**config.mk**
```make
export PLATFORM = sky130hd
export DESIGN_NAME = uart_line_command_to_duty_flat
export DESIGN_NICKNAME = d
export VERILOG_FILES = /design/src/rtl/core/ulcd_pkg.sv /design/src/rtl/core/ulcd_if.sv /design/src/rtl/core/ulcd_decoder.sv /design/src/rtl/core/ulcd_out_stage.sv /design/src/rtl/core/uart_line_command_to_duty.sv /design/src/flat_wrapper.sv
export SDC_FILE = /design/constraint.sdc
export NUM_CORES = 1
export LEC_CHECK = 0
export BUFFER_PORTS_ARGS = -buffer_cell sky130_fd_sc_hd__buf_2
export CORE_AREA = 2 2 100 102
export CTS_CLUSTER_DIAMETER = 40
export DETAILED_ROUTE_END_ITERATION = 10
export DIE_AREA = 0 0 102 104
export GPL_TIMING_DRIVEN = 0
export PLACE_DENSITY_LB_ADDON = 0.25
export SLEW_MARGIN = 40
export SYNTH_ARGS = -nofsm -noshare
export SYNTH_HDL_FRONTEND = slang
export SYNTH_SLANG_ARGS = --single-unit
```
**constraint.sdc**
```tcl
create_clock -name clk_i -period 11.95 [get_ports clk_i]
set_input_delay 1.7925 -clock clk_i [delete_from_list [all_inputs] [get_ports clk_i]]
set_output_delay 1.7925 -clock clk_i [all_outputs]
set_load 0.01 [all_outputs]
```
**src/rtl/core/ulcd_pkg.sv**
```systemverilog
// Shared types and constants for the line command to duty block.
// No dependencies; the decoder, output stage, top level and testbench import this package.
package ulcd_pkg;

  localparam int unsigned MaxLine  = 15;
  localparam int unsigned CountW   = $clog2(MaxLine + 1);

  localparam logic [7:0] ChrLf     = 8'h0A;
  localparam logic [7:0] ChrCr     = 8'h0D;
  localparam logic [7:0] ChrZero   = 8'h30;
  localparam logic [7:0] ChrNine   = 8'h39;
  localparam logic [7:0] ChrO      = 8'h4F;
  localparam logic [7:0] ChrN      = 8'h4E;
  localparam logic [7:0] ChrF      = 8'h46;

  localparam logic [6:0] NumMax    = 7'd100;
  localparam logic [6:0] NumSat    = 7'd101;
  localparam logic [7:0] DutyFull  = 8'd255;
  localparam logic [7:0] DutyOff   = 8'd0;
  // ceil(255 * 2^16 / 100): value * DutyRecip >> 16 equals value * 255 / 100 for 0..100
  localparam logic [17:0] DutyRecip = 18'd167117;

  typedef enum logic [2:0] {
    WM_START = 3'd0,
    WM_O     = 3'd1,
    WM_ON    = 3'd2,
    WM_OF    = 3'd3,
    WM_OFF   = 3'd4,
    WM_NONE  = 3'd5
  } ulcd_match_e;

  typedef enum logic [1:0] {
    ACT_ON    = 2'd0,
    ACT_OFF   = 2'd1,
    ACT_LEVEL = 2'd2
  } ulcd_action_e;

  typedef struct packed {
    logic         hit;
    ulcd_action_e action;
    logic [7:0]   duty;
    logic [6:0]   percent;
  } ulcd_res_t;

endpackage

```
**src/rtl/core/ulcd_if.sv**
```systemverilog
// Valid/ready channel interfaces: received bytes in, duty commands out.
// Depends on nothing; payload widths are fixed by the channel fields.
interface ulcd_byte_if;
  logic       valid;
  logic       ready;
  logic [7:0] rx_byte;

  modport source (output valid, output rx_byte, input ready);
  modport sink   (input valid, input rx_byte, output ready);
endinterface

interface ulcd_cmd_if;
  logic       valid;
  logic       ready;
  logic [1:0] action;
  logic [7:0] duty_value;
  logic [6:0] percent_value;

  modport source (output valid, output action, output duty_value, output percent_value,
                  input ready);
  modport sink   (input valid, input action, input duty_value, input percent_value,
                  output ready);
endinterface

```
**src/rtl/core/ulcd_decoder.sv**
```systemverilog
// Line state (count, word match, digit flag, running value) and line decode.
// Depends on ulcd_pkg.
module ulcd_decoder (
  input  logic                clk_i,
  input  logic                rst_ni,
  input  logic                step_i,
  input  logic [7:0]          byte_i,
  output ulcd_pkg::ulcd_res_t res_o
);
  import ulcd_pkg::*;

  logic [CountW-1:0] count_q, count_d;
  ulcd_match_e       match_q, match_d;
  logic              digits_q, digits_d;
  logic [6:0]        num_q, num_d;

  logic        is_term;
  logic        is_digit;
  logic        room;
  logic [9:0]  num_next;
  logic [24:0] prod;

  assign is_term  = (byte_i == ChrLf) || (byte_i == ChrCr);
  assign is_digit = (byte_i >= ChrZero) && (byte_i <= ChrNine);
  assign room     = (count_q < CountW'(MaxLine));
  assign num_next = 10'(num_q) * 10'd10 + 10'(byte_i - ChrZero);
  assign prod     = 25'(num_q) * 25'(DutyRecip);

  always_comb begin
    res_o = '{hit: 1'b0, action: ACT_LEVEL, duty: prod[23:16], percent: num_q};
    if (is_term && (count_q != '0)) begin
      if (match_q == WM_ON) begin
        res_o = '{hit: 1'b1, action: ACT_ON, duty: DutyFull, percent: 7'd0};
      end else if (match_q == WM_OFF) begin
        res_o = '{hit: 1'b1, action: ACT_OFF, duty: DutyOff, percent: 7'd0};
      end else if (digits_q && (num_q <= NumMax)) begin
        res_o.hit = 1'b1;
      end
    end
  end

  always_comb begin
    count_d  = count_q;
    match_d  = match_q;
    digits_d = digits_q;
    num_d    = num_q;
    if (step_i) begin
      if (is_term) begin
        if (count_q != '0) begin
          count_d  = '0;
          match_d  = WM_START;
          digits_d = 1'b1;
          num_d    = '0;
        end
      end else if (room) begin
        count_d = count_q + CountW'(1);
        case (match_q)
          WM_START: match_d = (byte_i == ChrO) ? WM_O : WM_NONE;
          WM_O: begin
            if (byte_i == ChrN) match_d = WM_ON;
            else if (byte_i == ChrF) match_d = WM_OF;
            else match_d = WM_NONE;
          end
          WM_OF:    match_d = (byte_i == ChrF) ? WM_OFF : WM_NONE;
          default:  match_d = WM_NONE;
        endcase
        if (!is_digit) begin
          digits_d = 1'b0;
        end else if (digits_q) begin
          num_d = (num_next > 10'(NumMax)) ? NumSat : num_next[6:0];
        end
      end
    end
  end

  always_ff @(posedge clk_i or negedge rst_ni) begin
    if (!rst_ni) begin
      count_q  <= '0;
      match_q  <= WM_START;
      digits_q <= 1'b1;
      num_q    <= '0;
    end else begin
      count_q  <= count_d;
      match_q  <= match_d;
      digits_q <= digits_d;
      num_q    <= num_d;
    end
  end

  a_count_bound: assert property (@(posedge clk_i) disable iff (!rst_ni)
    count_q <= CountW'(MaxLine)) else $error("line count above limit");

  a_num_bound: assert property (@(posedge clk_i) disable iff (!rst_ni)
    num_q <= NumSat) else $error("running value above saturation");

  a_term_clears: assert property (@(posedge clk_i) disable iff (!rst_ni)
    step_i && is_term |=> (count_q == '0) && (num_q == '0) && digits_q)
    else $error("line state not cleared after terminator");

  a_word_no_digits: assert property (@(posedge clk_i) disable iff (!rst_ni)
    (match_q == WM_ON || match_q == WM_OFF || match_q == WM_O || match_q == WM_OF)
      |-> !digits_q) else $error("word match with digit-only line");

endmodule

```
**src/rtl/core/ulcd_out_stage.sv**
```systemverilog
// Result register driving the command channel.
// Depends on ulcd_pkg and ulcd_if.
module ulcd_out_stage (
  input  logic                clk_i,
  input  logic                rst_ni,
  input  logic                load_i,
  input  ulcd_pkg::ulcd_res_t res_i,
  output logic                free_o,
  ulcd_cmd_if.source          cmd_o
);
  import ulcd_pkg::*;

  logic         valid_q;
  ulcd_action_e action_q;
  logic [7:0]   duty_q;
  logic [6:0]   pct_q;

  assign free_o = !valid_q || cmd_o.ready;

  always_ff @(posedge clk_i or negedge rst_ni) begin
    if (!rst_ni) begin
      valid_q <= 1'b0;
    end else if (free_o) begin
      valid_q <= load_i;
    end
  end

  always_ff @(posedge clk_i) begin
    if (load_i && free_o) begin
      action_q <= res_i.action;
      duty_q   <= res_i.duty;
      pct_q    <= res_i.percent;
    end
  end

  assign cmd_o.valid         = valid_q;
  assign cmd_o.action        = action_q;
  assign cmd_o.duty_value    = duty_q;
  assign cmd_o.percent_value = pct_q;

  a_hold_on_stall: assert property (@(posedge clk_i) disable iff (!rst_ni)
    valid_q && !cmd_o.ready |=> valid_q && $stable(duty_q) && $stable(pct_q))
    else $error("result changed while stalled");

  a_load_only_free: assert property (@(posedge clk_i) disable iff (!rst_ni)
    load_i && free_o |=> valid_q) else $error("loaded result lost");

  a_action_range: assert property (@(posedge clk_i) disable iff (!rst_ni)
    valid_q |-> (action_q == ACT_LEVEL || pct_q == 7'd0))
    else $error("percent set on on/off command");

endmodule

```
**src/rtl/core/uart_line_command_to_duty.sv**
```systemverilog
// Top level: input byte register, line decoder and command result register.
// Depends on ulcd_pkg, ulcd_if, ulcd_decoder and ulcd_out_stage.
//
// Usage:
//   rx_i carries received ASCII bytes; a transfer happens when valid and ready
//   are both high. cmd_o carries one command per accepted non-empty line that
//   decodes as ON, OFF or a percent 0..100; other lines produce nothing.
//   Line feed or carriage return ends a line; bytes past 15 per line are dropped.
//   Throughput: one byte per cycle, except while a terminator that produces a
//   command waits for the result register. Each byte is held in an input
//   register while the decoder updates the line state; the decode and the
//   duty multiply sit between that register and the result register.
//   A terminator's command is registered in the result register driving cmd_o.
//   Stall: while cmd_o is held, bytes that produce no command keep flowing;
//   a terminator that produces a command waits in the input register, and
//   rx_i.ready drops until the result register frees.
//   Reset: clears the line state and the valid flags of the input and result
//   registers; the block accepts bytes in the first cycle after reset.
module uart_line_command_to_duty (
  input  logic       clk_i,
  input  logic       rst_ni,
  ulcd_byte_if.sink  rx_i,
  ulcd_cmd_if.source cmd_o
);
  import ulcd_pkg::*;

  logic       in_v_q;
  logic [7:0] in_byte_q;
  logic       out_free;
  logic       adv;
  ulcd_res_t  res;

  assign adv        = in_v_q && (!res.hit || out_free);
  assign rx_i.ready = !in_v_q || adv;

  always_ff @(posedge clk_i or negedge rst_ni) begin
    if (!rst_ni) begin
      in_v_q <= 1'b0;
    end else if (rx_i.ready) begin
      in_v_q <= rx_i.valid;
    end
  end

  always_ff @(posedge clk_i) begin
    if (rx_i.valid && rx_i.ready) begin
      in_byte_q <= rx_i.rx_byte;
    end
  end

  ulcd_decoder u_decoder (
    .clk_i  (clk_i),
    .rst_ni (rst_ni),
    .step_i (adv),
    .byte_i (in_byte_q),
    .res_o  (res)
  );

  ulcd_out_stage u_out (
    .clk_i  (clk_i),
    .rst_ni (rst_ni),
    .load_i (adv && res.hit),
    .res_i  (res),
    .free_o (out_free),
    .cmd_o  (cmd_o)
  );

endmodule

```
**src/flat_wrapper.sv**
```systemverilog
// flat-port wrapper written by rule: the top's interface ports become plain ports
module uart_line_command_to_duty_flat import ulcd_pkg::*;
  (clk_i, rst_ni, rx_i_valid, rx_i_rx_byte, rx_i_ready, cmd_o_valid, cmd_o_action, cmd_o_duty_value, cmd_o_percent_value, cmd_o_ready);
  ulcd_byte_if rx_i_i ();
  ulcd_cmd_if cmd_o_i ();
  input  logic clk_i;
  input  logic rst_ni;
  input wire logic [$bits(rx_i_i.valid)-1:0] rx_i_valid;
  input wire logic [$bits(rx_i_i.rx_byte)-1:0] rx_i_rx_byte;
  output wire logic [$bits(rx_i_i.ready)-1:0] rx_i_ready;
  output wire logic [$bits(cmd_o_i.valid)-1:0] cmd_o_valid;
  output wire logic [$bits(cmd_o_i.action)-1:0] cmd_o_action;
  output wire logic [$bits(cmd_o_i.duty_value)-1:0] cmd_o_duty_value;
  output wire logic [$bits(cmd_o_i.percent_value)-1:0] cmd_o_percent_value;
  input wire logic [$bits(cmd_o_i.ready)-1:0] cmd_o_ready;
  assign rx_i_i.valid = rx_i_valid;
  assign rx_i_i.rx_byte = rx_i_rx_byte;
  assign rx_i_ready = rx_i_i.ready;
  assign cmd_o_valid = cmd_o_i.valid;
  assign cmd_o_action = cmd_o_i.action;
  assign cmd_o_duty_value = cmd_o_i.duty_value;
  assign cmd_o_percent_value = cmd_o_i.percent_value;
  assign cmd_o_i.ready = cmd_o_ready;
  uart_line_command_to_duty u_core (.clk_i(clk_i), .rst_ni(rst_ni), .rx_i(rx_i_i), .cmd_o(cmd_o_i));
endmodule
```
==> results.py <==
metrics = {
    "outcome": {
        "outcome": "finished clean",
    },
    "yosys": {
        "postSynthRegisterBits": 42,
        "synth_simple_gate_area_frac": 0.128,
        "post_synth_instance_area_um2": 4170,
        "syn_avg_cell_area_um2": 10.2,
        "synth-async-reset-ratio": 0.405,
        "synth_nets": 517,
        "yosys.area_share.xor_xnor": 0.0432,
        "synth_top_family_by_area": "adder cells",
        "area_fraction_in_compound_gates_after_synthesis": 0.166,
        "ys_dominant_reg_cell": "sky130_fd_sc_hd__edfxtp_1",
        "synth_fa_ha_area_frac": 0.316,
        "post_synth_num_cell_types": 67,
        "synthesis.yosys.warnings": 0,
        "synthCells": 410,
        "yosys-mux-area-fraction": 0.00750,
        "number_of_synthesized_flops_with_an_enable_pin": 25,
        "ys_seq_area_frac": 0.282,
    },
    "critical_path": {
        "critPathLaunchType": "flop",
        "worst-endpoint-required_ps": 12100,
        "critPathArrivalTime_ps": 4830,
        "reg2reg_setup_slack_ps": 7270,
        "critical_path_peak_fanout": 7,
        "end_kind": "flop",
        "worst_r2r_endpoint": "u_core.u_out.cmd_o.duty_value[7]$_DFFE_PP_",
        "r2r_start": "u_core.u_decoder.num_q[3]$_DFFE_PN0P_",
        "reg2regPathDepth": 16,
        "crit_type": "flop to flop",
    },
    "power_and_ir_drop": {
        "vdd.ir_drop.worst_mv": 0.0475,
        "power_per_cell_area_nw_per_um2": 80.6,
        "p_leak_nw": 2.34,
        "report.power.total_mw": 0.371,
    },
    "finish": {
        "layout_commonest_cell": "sky130_fd_sc_hd__ha_1",
        "drive_above_1_share": 0.132,
        "fillers": 912,
        "finish.instance_area_um2": 4610,
        "final_nets": 554,
        "area_growth_pct": 10.4,
        "multiInputGateArea_um2": 2760,
        "most-common-layout-cells": "sky130_fd_sc_hd__ha_1, sky130_fd_sc_hd__inv_1, sky130_fd_sc_hd__buf_2, sky130_fd_sc_hd__edfxtp_1, sky130_fd_sc_hd__a21oi_1",
        "area.sequential_um2": 1180,
        "antenna_cells": 0,
    },
    "floorplanning": {
        "total_number_of_placement_rows": 36,
        "die-area_um2": 10600,
        "io_pins": 31,
        "die_x_um": 102,
        "floorplan.die.height_um": 104,
        "coreArea_um2": 9550,
        "start_util": 0.437,
    },
    "timing": {
        "setup-tns-final_ps": 0,
        "timing.final.max_slew_violations": 0,
        "finalWorstPathRequiredPeriod_ps": 4680,
        "tightestPinTransition_ps": 663,
        "maxClockFrequency_mhz": 214,
        "clock_skew_ps": 13.5,
        "relSlewSlack": 0.557,
        "rsz0062_at_grt": "false",
        "period_share": 0.392,
        "final-hold-violation-count": 0,
        "finalSetupViolCount": 0,
        "timing.final.ws_setup_ps": 7270,
    },
    "clock_tree": {
        "cts_setup_buffers": 0,
        "cts.htree.levels": 2,
        "ctsLongestPathBuffers": 2,
        "clock_sink_count": 42,
        "cts_made_buffers": 5,
        "cts_tree": "done",
        "path_clk_slew_ps": 90,
        "postCtsHoldBufs": 0,
        "cts.repair.resized": 0,
        "clockRootBuffer": "sky130_fd_sc_hd__clkbuf_8",
        "clk-insertion-delay-late_ps": 300,
    },
    "flow_run": {
        "max-cap-violations": 0,
    },
    "routing": {
        "detailedRoute.firstPassIterationCount": 4,
        "routed-via-count": 3119,
        "drtAntennaViolNets": 0,
        "routed_wl_mm": 8.61,
        "drt-wirelength-per-cell_um": 14.8,
        "route.detailed.drc": 0,
        "drt_iter0_drc": 117,
        "drt-vias-per-instance": 5.37,
    },
    "min_path": {
        "hold_path_end": "u_core.u_decoder.digits_q$_DFFE_PN1P_",
        "hold_start": "u_core.u_decoder.digits_q$_DFFE_PN1P_",
        "hold_path_class": "flop to flop",
        "min_delay_path_depth": 2,
    },
    "global_routing": {
        "grt_start_max_net_pins": 18,
        "grt.total_usage": 0.174,
        "grt_remaining_overflow": 0,
        "grt_antenna_before_repair": 0,
        "first_global_vias": 3066,
        "grt_first_pass_wirelength_mm": 14.7,
    },
    "placement": {
        "hpwlAfterDp_mm": 7.12,
        "preCtsSetupSlack_ps": 7290,
        "dpl-instance-area_um2": 4490,
        "io_buffers": 30,
        "gp_congestion": 0.865,
    },
}
==> where the power goes <==
part	internal, mW	switching, mW
Sequential	0.163	0.0149
Combinational	0.0359	0.0482
Clock	0.0598	0.0495
==> worst max-delay path, cell delays in order (launching register included) <==
cell and delay, ps:
sky130_fd_sc_hd__dfrtp_1 530, sky130_fd_sc_hd__inv_1 170, sky130_fd_sc_hd__ha_1 300, sky130_fd_sc_hd__inv_1 80, sky130_fd_sc_hd__ha_1 180, sky130_fd_sc_hd__or2_2 280, sky130_fd_sc_hd__fa_1 550, sky130_fd_sc_hd__inv_1 70
sky130_fd_sc_hd__fa_1 500, sky130_fd_sc_hd__inv_1 50, sky130_fd_sc_hd__ha_1 310, sky130_fd_sc_hd__nand3_1 150, sky130_fd_sc_hd__nor4_1 390, sky130_fd_sc_hd__o32a_1 350, sky130_fd_sc_hd__o221ai_1 220, sky130_fd_sc_hd__a211o_1 330
sky130_fd_sc_hd__o211ai_1 90
==> per-layer routing <==
| layer | vias up | GRT usage | part of all wire |
|---|---|---|---|
| met5 | - | 0 | 0 |
| met4 | 0 | 0.0333 | 0.011 |
| met3 | 8 | 0.0282 | 0.034 |
| met2 | 58 | 0.283 | 0.48 |
| met1 | 1476 | 0.245 | 0.48 |
| li1 | 1577 | - | - |
==> final cells by class <==
cell class / count / share of cell area
plain buffers: 5 / 0.00625
clock buffers: 8 / 0.0242
inverters: 56 / 0.0456
multi-input cells: 307 / 0.600
flip-flops and latches: 42 / 0.256
well taps: 133 / 0.0361
repair buffers: 30 / 0.0326
==> worst max-delay path by stage <==
stage / start / end / slack [ps] / cells past startpoint
final: u_core.u_decoder.num_q[3]$_DFFE_PN0P_ / u_core.u_out.cmd_o.duty_value[7]$_DFFE_PP_ / 7270 / 16
after global placement: u_core.u_decoder.num_q[3]$_DFFE_PN0P_ / u_core.u_out.cmd_o.duty_value[7]$_DFFE_PP_ / 7310 / 16
after detailed placement: u_core.u_decoder.num_q[3]$_DFFE_PN0P_ / u_core.u_out.cmd_o.duty_value[7]$_DFFE_PP_ / 7290 / 16
after global routing: u_core.u_decoder.num_q[3]$_DFFE_PN0P_ / u_core.u_out.cmd_o.duty_value[7]$_DFFE_PP_ / 6960 / 16
after CTS: u_core.u_decoder.num_q[3]$_DFFE_PN0P_ / u_core.u_out.cmd_o.duty_value[7]$_DFFE_PP_ / 7260 / 16
after floorplan: cmd_o_ready / rx_i_ready / 7920 / 2
==> cell usage after synthesis, drive strengths merged, types with 5 or more instances <==
cell type,n,area share
o21ai,21,0.025
ha,78,0.23
a21oi,21,0.026
a21o,6,0.011
a211oi,5,0.0090
xnor2,11,0.023
nand2b,7,0.010
a31oi,8,0.016
nand2,13,0.012
edfxtp,25,0.18
nor3b,5,0.013
fa,17,0.082
nor3,9,0.011
nor2,19,0.018
inv,56,0.050
dfrtp,16,0.096
o211ai,6,0.011
nand3,10,0.012
xor2,7,0.015
==> metrics by stage <==
step / util / hold WS [ps] / std cells
floorplan: - / 491 / 410
global placement: 0.470 / 518 / 573
detailed placement: 0.470 / 533 / 573
CTS: 0.482 / 546 / 581
global route: 0.482 / 589 / 581
finish: 0.482 / 549 / 581
==> state kept, by name, indices dropped and copies added (netlist names) <==
name and flops:
u_core.in_byte_q 8, u_core.u_out.cmd_o.duty_value 8, u_core.u_decoder.num_q 7, u_core.u_out.cmd_o.percent_value 7, u_core.u_decoder.count_q 4, u_core.u_decoder.match_q 3, u_core.u_out.cmd_o.action 2, u_core.in_v_q 1
u_core.u_decoder.digits_q 1, u_core.u_out.cmd_o.valid 1
==> cell families (layout without fill, tap and decap cells) <==
logic type | after synthesis | count (layout)
compound gates | 97 | 97
flops | 42 | 42
xor+xnor | 19 | 19
simple gates | 93 | 93
buf+inv | 61 | 99
fa+ha+maj | 95 | 95
mux | 3 | 3
(Power assumes the default switching activity.)
